===== src/rtl/arest_pkg.sv =====
`timescale 1ns / 1ps

package arest_pkg;

	// field widths
	localparam int SEC_W      = 32;
	localparam int USEC_W     = 20;
	localparam int BYTES_W    = 32;
	localparam int STATUS_W   = 3;
	localparam int SPEED_W    = 31;
	localparam int CFG_IDX_W  = 2;
	localparam int CFG_DATA_W = 32;

	// internal widths
	localparam int ESEC_W      = SEC_W + 1;      // elapsed seconds, signed
	localparam int EUSEC_W     = USEC_W + 1;     // elapsed microseconds, signed
	localparam int ACK_W       = BYTES_W + 2;    // acked bytes, signed
	localparam int DVD_W       = 36;             // acked*10 when acked is positive
	localparam int DIVISOR_W   = 47;             // signed divisor in 100 us ticks
	localparam int SPROD_W     = SEC_W + 14;     // seconds times ticks per second
	localparam int RECIP_W     = 22;
	localparam int RECIP_SHIFT = 28;
	localparam int UPROD_W     = USEC_W + RECIP_W;
	localparam int TICK_W      = UPROD_W - RECIP_SHIFT;
	localparam int DIV_STAGES  = DVD_W;

	// constants
	localparam logic signed [EUSEC_W-1:0] USEC_PER_SEC  = 21'sd1000000;
	localparam logic [13:0]               TICKS_PER_SEC = 14'd10000;
	// ceil(2^28 / 100): exact floor division by 100 for any 20-bit value
	localparam logic [RECIP_W-1:0]        RECIP_100     = 22'd2684355;
	localparam logic signed [ACK_W-1:0]   ACK_SMALL     = 34'sd1000;
	localparam logic [SPEED_W-1:0]        SPEED_MAX     = 31'h7FFF_FFFF;

	typedef enum logic [STATUS_W-1:0] {
		ST_OK        = 3'd0,
		ST_OVERFLOW  = 3'd1,
		ST_SLOW      = 3'd2,
		ST_VERY_SLOW = 3'd3,
		ST_TOO_FAST  = 3'd4,
		ST_ZERO_DIV  = 3'd5
	} status_t;

	typedef enum logic [CFG_IDX_W-1:0] {
		CFG_MIN_WINDOW = 2'd0,
		CFG_LONG_SEC   = 2'd1,
		CFG_LONG_USEC  = 2'd2
	} cfg_idx_t;

	typedef struct packed {
		logic [SEC_W-1:0]          start_sec;
		logic [USEC_W-1:0]         start_usec;
		logic [SEC_W-1:0]          stop_sec;
		logic [USEC_W-1:0]         stop_usec;
		logic signed [BYTES_W-1:0] bytes_before;
		logic signed [BYTES_W-1:0] bytes_now;
		logic signed [BYTES_W-1:0] bytes_added;
	} sample_t;

	typedef struct packed {
		logic [USEC_W-1:0] min_window_usec;
		logic [SEC_W-1:0]  long_wait_sec;
		logic [USEC_W-1:0] long_wait_usec;
	} cfg_t;

	// one slot of the division pipeline
	typedef struct packed {
		logic             valid;
		status_t          status;
		logic [DVD_W-1:0] rem;
		logic [DVD_W-1:0] dq;    // dividend bits shift out, quotient bits shift in
		logic [DVD_W-1:0] dvs;
	} div_stage_t;

endpackage


===== src/rtl/arest_div_stage.sv =====
`timescale 1ns / 1ps

module arest_div_stage (
	input  logic                   clk,
	input  logic                   arst_n,
	input  logic                   adv,
	input  arest_pkg::div_stage_t  stage_in,
	output arest_pkg::div_stage_t  stage_out
);

	logic [arest_pkg::DVD_W:0]   trial;
	logic [arest_pkg::DVD_W:0]   diff;
	logic                        take;
	logic [arest_pkg::DVD_W-1:0] rem_next;

	logic                        valid_s1;
	arest_pkg::status_t          status_s1;
	logic [arest_pkg::DVD_W-1:0] rem_s1;
	logic [arest_pkg::DVD_W-1:0] dq_s1;
	logic [arest_pkg::DVD_W-1:0] dvs_s1;

	// one restoring step: bring down the next dividend bit, subtract if it fits
	always_comb begin
		trial    = {stage_in.rem, stage_in.dq[arest_pkg::DVD_W-1]};
		diff     = trial - {1'b0, stage_in.dvs};
		take     = !diff[arest_pkg::DVD_W];
		rem_next = take ? diff[arest_pkg::DVD_W-1:0] : trial[arest_pkg::DVD_W-1:0];
	end

	always_ff @(posedge clk or negedge arst_n) begin
		if (!arst_n) begin
			valid_s1 <= 1'b0;
		end else if (adv) begin
			valid_s1 <= stage_in.valid;
		end
	end

	always_ff @(posedge clk) begin
		if (adv) begin
			status_s1 <= stage_in.status;
			rem_s1    <= rem_next;
			dq_s1     <= {stage_in.dq[arest_pkg::DVD_W-2:0], take};
			dvs_s1    <= stage_in.dvs;
		end
	end

	always_comb begin
		stage_out.valid  = valid_s1;
		stage_out.status = status_s1;
		stage_out.rem    = rem_s1;
		stage_out.dq     = dq_s1;
		stage_out.dvs    = dvs_s1;
	end

endmodule


===== config.mk =====
export PLATFORM = sky130hd
export DESIGN_NAME = arest_div_stage
export DESIGN_NICKNAME = d
export VERILOG_FILES = /design/src/rtl/arest_pkg.sv /design/src/rtl/arest_div_stage.sv
export SDC_FILE = /design/constraint.sdc
export NUM_CORES = 1
export LEC_CHECK = 0
export BUFFER_PORTS_ARGS = -buffer_cell sky130_fd_sc_hd__buf_2
export CAP_MARGIN = 20
export CORE_ASPECT_RATIO = 1.75
export CORE_UTILIZATION = 35
export CTS_BUF_LIST = sky130_fd_sc_hd__clkbuf_8
export CTS_CLUSTER_SIZE = 16
export DETAILED_ROUTE_END_ITERATION = 12
export HOLD_SLACK_MARGIN = 0.1
export PLACE_DENSITY_LB_ADDON = 0.05
export SLEW_MARGIN = 5
export SYNTH_ARGS = -nofsm -noshare
export SYNTH_HDL_FRONTEND = slang
export SYNTH_SLANG_ARGS = --single-unit

===== constraint.sdc =====
create_clock -name clk -period 0.8 [get_ports clk]
set_input_delay 0.04 -clock clk [delete_from_list [all_inputs] [get_ports clk]]
set_output_delay 0.04 -clock clk [all_outputs]
set_load 0.005 [all_outputs]

==> impl_metrics.json <==
{
  "cts_num_sinks": 112,
  "vias": 5477,
  "finClkSkew_ns": 0,
  "dp_hpwl_mm": 14.0,
  "port_buffers": 226,
  "avgViaCountPerCell": 4.62,
  "core_area_um2": 16900,
  "grt_use_total": 0.209,
  "cp_slowest_stage_delay_ns": 0.53,
  "maxSlewHeadroom": 0.716,
  "ff2ff_setup_slack_ns": 0.05,
  "crit_type": "in -> reg",
  "max_freq_mhz": 386,
  "insertion_delay_ns": 0.39,
  "clk_pin_slew_ns": 0.11,
  "ys_types": 59,
  "drt_iter0_drc": 109,
  "nets": 1106,
  "final_antenna_net_count": 0,
  "ir_drop_v": 0.00107,
  "fillCellCount": 1512,
  "grt_pass1_vias": 5891,
  "power.density_nw_per_um2": 1630,
  "hold_buffers": 96,
  "diodes": 0,
  "setup_ws_ns": -1.79,
  "dieArea_um2": 17700,
  "ys_seq_area_frac": 0.559,
  "yosysTopAreaCellShare": 0.554,
  "power_leakage_nw": 4.70,
  "crit_chain": "buf_8 > inv_8 > ha_4 > inv_2 > fa_2 > a21oi_2 > o211ai_2 > a211oi_2 > or4_4 > o211a_4 > nor2_8 > a41o_4 > or2_4 > clkinv_8 > buf_12 > mux2_4",
  "rows": 63,
  "worstPathMaxFanout": 6,
  "design.portCount": 227,
  "rsz0062_at_grt": "true",
  "start_util": 0.356,
  "async_reset_ff_frac": 0.00893,
  "grt_pass1_wl_mm": 28.0,
  "power_mw": 16.5,
  "grt_antenna_before_repair": 0,
  "cts_tree": "yes",
  "area_growth_pct": 67.5,
  "yosysTopAreaCell": "edfxtp_1",
  "fp.dieH_um": 175,
  "hold_slack_ns": -0.169,
  "clockRootBuffer": "clkbuf_8",
  "final.setup.tns_ns": -80.23,
  "synth_edf_count": 111,
  "synthesis.area_um2": 6010,
  "firstDrtPassIters": 4,
  "gr-total-overflow": 0,
  "cp.arrival_ns": 2.73,
  "drv_cap": 0,
  "synthCells": 477,
  "period_minus_slack_ns": 2.59,
  "cts_buffer_depth": 2,
  "yosys-top-cells-area": "edfxtp_1 55%, ha_1 7.5%, mux2_4 4.5%, xnor2_1 3.6%, a21oi_1 2.9%",
  "synth_flop_cell": "edfxtp_1",
  "crit_path_start_kind": "input port",
  "status": "finished, violations left",
  "post-route-period-util": 3.24,
  "avgSynthCellArea_um2": 12.6,
  "cts_buffers": 9,
  "utilization": 0.597,
  "drive_above_1_share": 0.487,
  "die_w_um": 101,
  "setup_viol": 149,
  "grt_max_degree": 43,
  "cp-end-kind": "flop",
  "tightest_slew_ns": 0.422,
  "syn_nets": 629,
  "drv_slew": 0,
  "gp_congestion": 0.899,
  "synth_seq_cells": 112,
  "totalWireLength_mm": 18.6,
  "hold_violations": 6,
  "ys_warn_count": 0,
  "slowest_stage": "or4_4",
  "violations": "negative hold slack, negative setup slack",
  "cp.required_ns": 0.94,
  "cts-htree-levels": 3,
  "drc": 0,
  "wire_per_inst_um": 15.6,
  "hp-class": "in -> reg"
}
==> registers in the layout, indices dropped and copies added (netlist names) <==
name and flops:
dq_s1 36, dvs_s1 36, rem_s1 36, status_s1 3, valid_s1 1
==> area by class of cell <==
type | count | area [µm²] | share of cell area
clock buffer | 10 | 138 | 0.0137
clock inverter | 6 | 51.3 | 0.00509
inverter | 47 | 196 | 0.0195
multi-input combinational | 306 | 2630 | 0.261
sequential | 112 | 3360 | 0.333
tap | 227 | 284 | 0.0282
timing repair buffer | 478 | 3410 | 0.339
==> where the power goes <==
group          switching (mW)  internal [mW]  leakage (nW)
Combinational            2.54           3.22          3.51
Clock                    2.11           1.26        0.0923
Sequential              0.158           7.18          1.10
==> per-layer routing <==
layer | vias up | wire length [µm] | global-route usage
met5 | - | 0 | 0
met4 | 0 | 537 | 0.0833
met3 | 30 | 917 | 0.0378
met2 | 179 | 10600 | 0.431
met1 | 2557 | 6510 | 0.190
li1 | 2711 | - | -
==> per-stage QoR <==
stage               instances  instance area (µm²)  worst slack, ns
finish                   1186                10100            -1.79
global route             1186                10100            -1.85
CTS                      1183                 9900            -1.76
detailed placement       1063                 8580            -2.27
global placement         1063                 8580            -2.24
floorplan                 477                 6100            -2.01
==> cells in the final DEF (no fill, tap or decap), types with 4 or more instances in the layout <==
| cell | count |
|---|---|
| a31oi_1 | 4 |
| ha_1 | 33 |
| buf_2 | 223 |
| a21o_1 | 19 |
| buf_12 | 8 |
| and3_1 | 4 |
| nor2_1 | 20 |
| nand2_1 | 26 |
| o21ai_4 | 8 |
| buf_4 | 146 |
| o21ai_0 | 21 |
| and2_1 | 4 |
| xor2_1 | 8 |
| dlygate4sd3_1 | 96 |
| xnor2_1 | 24 |
| o21ai_2 | 4 |
| nor3_1 | 4 |
| a21oi_1 | 34 |
| nand3_1 | 5 |
| edfxtp_1 | 111 |
| inv_1 | 44 |
| mux2_4 | 26 |
| clkbuf_8 | 10 |
==> worst paths after layout <==
| path | startpoint | end | cells past startpoint |
|---|---|---|---|
| setup / recovery | stage_in[71] | rem_s1[16] | 16 |
| hold / removal | stage_in[0] | dvs_s1[0] | 1 |
| setup reg to reg | valid_s1 | valid_s1 | 1 |
| hold reg to reg | valid_s1 | valid_s1 | 1 |
| max in group asynchronous | arst_n | valid_s1 | 3 |
| min in group asynchronous | arst_n | valid_s1 | 3 |
==> cell families after synthesis <==
group                    after synthesis  synth area share
buffers and inverters                 59            0.0452
multiplexers                          29            0.0651
XOR/XNOR                              33            0.0481
AND/OR/NAND/NOR                       79            0.0645
adder cells (fa/ha/maj)               37            0.0783
AO/OA/AOI/OAI                        128             0.140
flip-flops                           112             0.559
==> cell usage after synthesis (all sizes together) (3+ instances only) <==
| cell type | number |
|---|---|
| a41oi | 3 |
| o21ai | 36 |
| xor2 | 8 |
| ha | 36 |
| a31oi | 4 |
| inv | 47 |
| edfxtp | 111 |
| nand4 | 3 |
| o21bai | 3 |
| a21oi | 37 |
| o211ai | 3 |
| buf | 5 |
| and3 | 4 |
| a21o | 19 |
| nor2 | 21 |
| xnor2 | 25 |
| mux2 | 27 |
| nor3 | 6 |
| a21boi | 3 |
| nand3 | 5 |
| clkbuf | 7 |
| and2 | 4 |
| nand2 | 27 |
==> worst max-delay path: cells and delay by family <==
kind | cells | cell delay (ns)
AOI/OAI and AO/OA | 5 | 0.84
adders and majority gates | 2 | 0.34
muxes | 1 | 0.29
buffers and inverters | 5 | 0.41
and+or+nand+nor | 3 | 0.80
==> timing repair <==
item                                   in CTS  in global routing
setup endpoints to repair                 149                149
gates cloned                                1                  0
buffers inserted                            7                  4
pin swaps                                   3                  4
endpoints found under the hold margin     127                 26
resized for setup                          25                 29
Note: power is estimated with default switching activity, not from simulation.
