<file path="config.mk">
export PLATFORM = sky130hd
export DESIGN_NAME = arest_front
export DESIGN_NICKNAME = d
export VERILOG_FILES = /design/src/rtl/arest_pkg.sv /design/src/rtl/arest_front.sv
export SDC_FILE = /design/constraint.sdc
export NUM_CORES = 2
export LEC_CHECK = 0
export ABC_AREA = 1
export BUFFER_PORTS_ARGS = -buffer_cell sky130_fd_sc_hd__buf_4
export CAP_MARGIN = 20
export CORE_ASPECT_RATIO = 1.5
export CORE_MARGIN = 8
export CORE_UTILIZATION = 62
export DETAILED_ROUTE_END_ITERATION = 8
export GPL_TIMING_DRIVEN = 0
export HOLD_SLACK_MARGIN = 0.03
export PLACE_DENSITY = 0.83
export SYNTH_ARGS = -nofsm -noshare
export SYNTH_HDL_FRONTEND = slang
export SYNTH_SLANG_ARGS = --single-unit
</file>
<file path="constraint.sdc">
create_clock -name clk -period 11 [get_ports clk]
set_input_delay 2.2 -clock clk [delete_from_list [all_inputs] [get_ports clk]]
set_output_delay 2.2 -clock clk [all_outputs]
set_load 0.005 [all_outputs]
</file>
<file path="src/rtl/arest_pkg.sv">
`timescale 1ns / 1ps

package arest_pkg;

	// field widths
	localparam int SEC_W      = 32;
	localparam int USEC_W     = 20;
	localparam int BYTES_W    = 32;
	localparam int STATUS_W   = 3;
	localparam int SPEED_W    = 31;
	localparam int CFG_IDX_W  = 2;
	localparam int CFG_DATA_W = 32;

	// internal widths
	localparam int ESEC_W      = SEC_W + 1;      // elapsed seconds, signed
	localparam int EUSEC_W     = USEC_W + 1;     // elapsed microseconds, signed
	localparam int ACK_W       = BYTES_W + 2;    // acked bytes, signed
	localparam int DVD_W       = 36;             // acked*10 when acked is positive
	localparam int DIVISOR_W   = 47;             // signed divisor in 100 us ticks
	localparam int SPROD_W     = SEC_W + 14;     // seconds times ticks per second
	localparam int RECIP_W     = 22;
	localparam int RECIP_SHIFT = 28;
	localparam int UPROD_W     = USEC_W + RECIP_W;
	localparam int TICK_W      = UPROD_W - RECIP_SHIFT;
	localparam int DIV_STAGES  = DVD_W;

	// constants
	localparam logic signed [EUSEC_W-1:0] USEC_PER_SEC  = 21'sd1000000;
	localparam logic [13:0]               TICKS_PER_SEC = 14'd10000;
	// ceil(2^28 / 100): exact floor division by 100 for any 20-bit value
	localparam logic [RECIP_W-1:0]        RECIP_100     = 22'd2684355;
	localparam logic signed [ACK_W-1:0]   ACK_SMALL     = 34'sd1000;
	localparam logic [SPEED_W-1:0]        SPEED_MAX     = 31'h7FFF_FFFF;

	typedef enum logic [STATUS_W-1:0] {
		ST_OK        = 3'd0,
		ST_OVERFLOW  = 3'd1,
		ST_SLOW      = 3'd2,
		ST_VERY_SLOW = 3'd3,
		ST_TOO_FAST  = 3'd4,
		ST_ZERO_DIV  = 3'd5
	} status_t;

	typedef enum logic [CFG_IDX_W-1:0] {
		CFG_MIN_WINDOW = 2'd0,
		CFG_LONG_SEC   = 2'd1,
		CFG_LONG_USEC  = 2'd2
	} cfg_idx_t;

	typedef struct packed {
		logic [SEC_W-1:0]          start_sec;
		logic [USEC_W-1:0]         start_usec;
		logic [SEC_W-1:0]          stop_sec;
		logic [USEC_W-1:0]         stop_usec;
		logic signed [BYTES_W-1:0] bytes_before;
		logic signed [BYTES_W-1:0] bytes_now;
		logic signed [BYTES_W-1:0] bytes_added;
	} sample_t;

	typedef struct packed {
		logic [USEC_W-1:0] min_window_usec;
		logic [SEC_W-1:0]  long_wait_sec;
		logic [USEC_W-1:0] long_wait_usec;
	} cfg_t;

	// one slot of the division pipeline
	typedef struct packed {
		logic             valid;
		status_t          status;
		logic [DVD_W-1:0] rem;
		logic [DVD_W-1:0] dq;    // dividend bits shift out, quotient bits shift in
		logic [DVD_W-1:0] dvs;
	} div_stage_t;

endpackage

</file>
<file path="src/rtl/arest_front.sv">
`timescale 1ns / 1ps

module arest_front (
	input  logic                   clk,
	input  logic                   arst_n,
	input  logic                   adv,
	input  logic                   sample_valid,
	input  arest_pkg::sample_t     sample_data,
	input  arest_pkg::cfg_t        cfg,
	output arest_pkg::div_stage_t  div_head
);

	// stage 1: elapsed time with borrow, acked bytes
	logic signed [arest_pkg::EUSEC_W-1:0] usec_raw;
	logic signed [arest_pkg::EUSEC_W-1:0] e_usec;
	logic                                 borrow;
	logic signed [arest_pkg::ESEC_W-1:0]  e_sec;
	logic signed [arest_pkg::ACK_W-1:0]   acked;

	logic                                 valid_s1;
	logic signed [arest_pkg::ESEC_W-1:0]  e_sec_s1;
	logic signed [arest_pkg::EUSEC_W-1:0] e_usec_s1;
	logic signed [arest_pkg::ACK_W-1:0]   acked_s1;
	logic                                 ovf_s1;

	always_comb begin
		usec_raw = $signed({1'b0, sample_data.stop_usec})
		         - $signed({1'b0, sample_data.start_usec});
		borrow   = usec_raw[arest_pkg::EUSEC_W-1];
		e_usec   = borrow ? usec_raw + arest_pkg::USEC_PER_SEC : usec_raw;
		e_sec    = $signed({1'b0, sample_data.stop_sec})
		         - $signed({1'b0, sample_data.start_sec})
		         - $signed({{(arest_pkg::ESEC_W-1){1'b0}}, borrow});
		acked    = $signed({{2{sample_data.bytes_before[arest_pkg::BYTES_W-1]}},
		                    sample_data.bytes_before})
		         + $signed({{2{sample_data.bytes_added[arest_pkg::BYTES_W-1]}},
		                    sample_data.bytes_added})
		         - $signed({{2{sample_data.bytes_now[arest_pkg::BYTES_W-1]}},
		                    sample_data.bytes_now});
	end

	always_ff @(posedge clk or negedge arst_n) begin
		if (!arst_n) begin
			valid_s1 <= 1'b0;
		end else if (adv) begin
			valid_s1 <= sample_valid;
		end
	end

	always_ff @(posedge clk) begin
		if (adv) begin
			e_sec_s1  <= e_sec;
			e_usec_s1 <= e_usec;
			acked_s1  <= acked;
			ovf_s1    <= sample_data.bytes_added[arest_pkg::BYTES_W-1];
		end
	end

	// stage 2: classify, start the divisor and dividend products
	logic signed [arest_pkg::ESEC_W-1:0]  long_sec_x;
	logic signed [arest_pkg::EUSEC_W-1:0] long_usec_x;
	logic signed [arest_pkg::EUSEC_W-1:0] min_usec_x;
	logic                                 lt_long;
	logic                                 lt_min;
	logic signed [arest_pkg::EUSEC_W-1:0] usec_neg;
	logic [arest_pkg::USEC_W-1:0]         usec_mag;
	arest_pkg::status_t                   status_c2;

	logic                                 valid_s2;
	arest_pkg::status_t                   status_s2;
	logic                                 neg_s2;
	logic [arest_pkg::UPROD_W-1:0]        uprod_s2;
	logic [arest_pkg::SPROD_W-1:0]        sprod_s2;
	logic [arest_pkg::DVD_W-1:0]          dvd_s2;

	always_comb begin
		long_sec_x  = $signed({1'b0, cfg.long_wait_sec});
		long_usec_x = $signed({1'b0, cfg.long_wait_usec});
		min_usec_x  = $signed({1'b0, cfg.min_window_usec});
		lt_long = (e_sec_s1 != long_sec_x) ? (e_sec_s1 < long_sec_x)
		                                    : (e_usec_s1 < long_usec_x);
		lt_min  = (e_sec_s1 != '0) ? e_sec_s1[arest_pkg::ESEC_W-1]
		                           : (e_usec_s1 < min_usec_x);
		usec_neg = -e_usec_s1;
		usec_mag = e_usec_s1[arest_pkg::EUSEC_W-1] ? usec_neg[arest_pkg::USEC_W-1:0]
		                                           : e_usec_s1[arest_pkg::USEC_W-1:0];
		if (ovf_s1) begin
			status_c2 = arest_pkg::ST_OVERFLOW;
		end else if (acked_s1 <= arest_pkg::ACK_SMALL) begin
			status_c2 = lt_long ? arest_pkg::ST_SLOW : arest_pkg::ST_VERY_SLOW;
		end else if (lt_min) begin
			status_c2 = arest_pkg::ST_TOO_FAST;
		end else begin
			status_c2 = arest_pkg::ST_OK;
		end
	end

	always_ff @(posedge clk or negedge arst_n) begin
		if (!arst_n) begin
			valid_s2 <= 1'b0;
		end else if (adv) begin
			valid_s2 <= valid_s1;
		end
	end

	// seconds are non-negative whenever the divide path is taken
	always_ff @(posedge clk) begin
		if (adv) begin
			status_s2 <= status_c2;
			neg_s2    <= e_usec_s1[arest_pkg::EUSEC_W-1];
			uprod_s2  <= usec_mag * arest_pkg::RECIP_100;
			sprod_s2  <= e_sec_s1[arest_pkg::SEC_W-1:0] * arest_pkg::TICKS_PER_SEC;
			dvd_s2    <= {acked_s1[arest_pkg::ACK_W-2:0], 3'b000}
			           + {2'b00, acked_s1[arest_pkg::ACK_W-2:0], 1'b0};
		end
	end

	// stage 3: divisor in 100 us ticks, zero check, divider operands
	logic [arest_pkg::TICK_W-1:0]           usec_ticks;
	logic signed [arest_pkg::DIVISOR_W-1:0] sec_x;
	logic signed [arest_pkg::DIVISOR_W-1:0] tick_x;
	logic signed [arest_pkg::DIVISOR_W-1:0] divisor;
	logic                                   div_bad;
	logic                                   div_big;
	arest_pkg::status_t                     status_c3;
	logic                                   go;

	logic                                   valid_s3;
	arest_pkg::status_t                     status_s3;
	logic [arest_pkg::DVD_W-1:0]            dq_s3;
	logic [arest_pkg::DVD_W-1:0]            dvs_s3;

	always_comb begin
		usec_ticks = uprod_s2[arest_pkg::RECIP_SHIFT +: arest_pkg::TICK_W];
		sec_x      = $signed({1'b0, sprod_s2});
		tick_x     = $signed({{(arest_pkg::DIVISOR_W-arest_pkg::TICK_W){1'b0}}, usec_ticks});
		divisor    = neg_s2 ? sec_x - tick_x : sec_x + tick_x;
		div_bad    = divisor[arest_pkg::DIVISOR_W-1] || (divisor == '0);
		div_big    = |divisor[arest_pkg::DIVISOR_W-1:arest_pkg::DVD_W];
		status_c3  = (status_s2 == arest_pkg::ST_OK && div_bad) ? arest_pkg::ST_ZERO_DIV
		                                                         : status_s2;
		// a divisor beyond the dividend range gives a zero quotient
		go         = (status_c3 == arest_pkg::ST_OK) && !div_big;
	end

	always_ff @(posedge clk or negedge arst_n) begin
		if (!arst_n) begin
			valid_s3 <= 1'b0;
		end else if (adv) begin
			valid_s3 <= valid_s2;
		end
	end

	always_ff @(posedge clk) begin
		if (adv) begin
			status_s3 <= status_c3;
			dq_s3     <= go ? dvd_s2 : '0;
			dvs_s3    <= go ? divisor[arest_pkg::DVD_W-1:0]
			                : {{(arest_pkg::DVD_W-1){1'b0}}, 1'b1};
		end
	end

	// head of the divider
	always_comb begin
		div_head.valid  = valid_s3;
		div_head.status = status_s3;
		div_head.rem    = '0;
		div_head.dq     = dq_s3;
		div_head.dvs    = dvs_s3;
	end

endmodule

</file>
==> run summary <==
Status = finished, final reports clean
Clock Tree Buf Depth = 3
Die height = 317 microns
Worst path slowest cell = edfxtp_1
Clk_skew = 0.0182 ns
Worst slack, placed = 1.78 ns
Clk_lat worst skew = 0.59 ns
Final setup vio count = 0
Warnings from Yosys = 0
Critical Path Fanout Max = 11
Most common flop cell mapped by yosys = edfxtp_1
GP Congestion = 1.04
Synthesized area = 37,500 sq um
Critical Path AT = 9.59 ns
#FFs+latches synth = 261
WHS = 0.510 ns
CTS Hold Bufs = 0
Clock slew seen by the registers of the worst setup and hold paths = 0.06 ns
Buffer count from post-CTS setup fixing = 0
Fin Setup TNS = 0 ns
Synthesis-to-finish area growth = 12.6%
Final setup margin = 1.72 ns
DR WL/cell = 17.4 microns
Max incr delay on CP = 0.74 ns
Antenna violations before repair = 1
Final Core Density = 70.4%
Largest net degree at the start of global routing = 125
Least-Margin Pin Slew = 0.992 ns
IO Port Bufs = 350
Mapped Cells = 4,851
Cell variety after synth = 58
Global-route wire length before repair = 169,000 microns
Synth top area cells = edfxtp_1, ha_1, fa_1
Max Slew Vio Count = 0
Synth Area per Inst = 7.74 sq um
Slew HR = 33.4%
Vias in the first global route = 34,300
IO Count = 388
Post-synth top area cell = edfxtp_1
WS Path Type = reg -> reg
Die width = 217 microns
Htree depth = 1
GRT Util Overall = 30.7%
Antenna diodes = 0
Startpoint Class = flip-flop
Async set-or-reset flop fraction in the synthesized netlist = 1.15%
Max cap viols = 0
Post-synth EDFFs = 258
Critical Path End Type = flip-flop
Fmax = 108 MHz
CTS sink count = 261
Post-synthesis sequential area ratio = 20.8%
HPWL after DPL = 91,800 microns
Core area = 60,000 sq um
Final-report hold violation count = 0
Post-synth top cells = inv_1, nand2_1, ha_1
Area of the multi-input gates = 24,600 sq um
Critical path required time = 11.31 ns
RSZ-0062 raised after global routing = no
CTS root buf = clkbuf_16
Initial DRC count = 1,590
Share of the synthesized area in the top cell type = 20.6%
Post-DRT Antenna Nets = 0
Drt pass-1 iters = 8
Initial core utilization = 62.6%
Total wire length = 106,000 microns
Share of cells above drive strength 1 = 10.2%
Vias = 32,800
Via-to-Cell Ratio = 5.40
Cts repair resizes = 0
Drt drc = 0
FP Rows = 110
Inserted Clock Buffers = 27
CTS tree = yes
Die area = 68,800 sq um
Count leader, synth = inv_1
Fillers = 4,964
Crit path time final = 9.28 ns
Register area = 7820 sq um
Fin crit share = 84.4%
Fin nets = 6,391
GR Overflow Total = 0
Hold Crit Class = reg -> reg
==> routing by layer <==
| metal | vias to the layer above | global-route usage [%] | wire length [microns] |
|---|---|---|---|
| met4 | 0 | 20.2 | 7850 |
| met5 | - | 0 | 0 |
| met3 | 390 | 3.85 | 4850 |
| met1 | 15300 | 29.4 | 35900 |
| li1 | 16100 | - | - |
| met2 | 988 | 60.1 | 57100 |
==> placed cells by master (no fill, tap or decap), drive strengths merged, types with 8 or more instances in the layout <==
cell / count
o21ai: 133
nor2: 419
buf: 409
edfxtp: 258
conb: 37
nand3: 198
fa: 267
nor3: 45
o21a: 12
a221oi: 8
a31oi: 36
nand4: 73
xor2: 118
o21bai: 17
inv: 1277
o211ai: 14
nor4: 19
a21oi: 271
xnor2: 67
clkbuf: 41
a21boi: 14
nand2: 879
ha: 578
or2: 10
nand3b: 8
a21o: 21
==> final timing paths <==
kind / startpoint / endpoint / slack, ns / depth (start not counted)
setup / recovery: e_usec_s1[0] / uprod_s2[38] / 1.72 / 31
hold / removal: acked_s1[0] / dvd_s2[1] / 0.51 / 0
setup reg to reg: e_usec_s1[0] / uprod_s2[38] / 1.72 / 31
hold reg to reg: acked_s1[0] / dvd_s2[1] / 0.51 / 0
max in group asynchronous: arst_n / valid_s3 / 9.51 / 1
min in group asynchronous: arst_n / valid_s1 / 1.39 / 1
==> sequential cells by signal, summed over array words and instances (netlist names) <==
signal / cells
sprod_s2: 42
status_s3: 3
ovf_s1: 1
status_s2: 3
dq_s3: 35
neg_s2: 1
valid_s3: 1
e_sec_s1: 33
acked_s1: 34
dvd_s2: 35
valid_s2: 1
valid_s1: 1
dvs_s3: 36
uprod_s2: 14
e_usec_s1: 21
==> logic make-up after synthesis <==
logic type               count (synthesis)  synth area share, %
AO/OA/AOI/OAI                          556                 8.48
AND/OR/NAND/NOR                       1665                 18.9
flip-flops                             261                 20.8
other                                    1              0.00999
adder cells (fa/ha/maj)                845                 33.5
XOR/XNOR                               185                 4.32
multiplexers                             1               0.0300
buffers and inverters                 1337                 13.9
==> cell type report <==
class / count / area share [%]
inverter: 1272 / 11.3
timing repair buffer: 354 / 6.40
clock buffer: 31 / 1.63
clock inverter: 18 / 0.530
tap: 784 / 2.32
multi-input combinational: 3289 / 58.2
sequential: 261 / 18.5
buffer: 65 / 1.08
==> worst max-delay path: cells and delay by family, from the launching register on <==
| kind | cells | cell delay (ns) |
|---|---|---|
| DFF | 1 | 0.74 |
| xor gates and xnor gates | 2 | 0.80 |
| AOI/OAI and AO/OA | 3 | 0.84 |
| and+or+nand+nor | 11 | 1.70 |
| adders and majority gates | 9 | 4.03 |
| buffers and inverters | 6 | 0.88 |
==> metrics by stage <==
stage / area, sq um / cells
2_1_floorplan: 37700 / 4887
3_3_place_gp: 41300 / 6021
3_5_place_dp: 41400 / 6025
4_1_cts: 42300 / 6074
5_1_grt: 42300 / 6074
6_report: 42300 / 6074
Power is left out: the tool's default activity adds up to more than one toggle a clock period on the data nets, which glitch-free logic cannot reach.
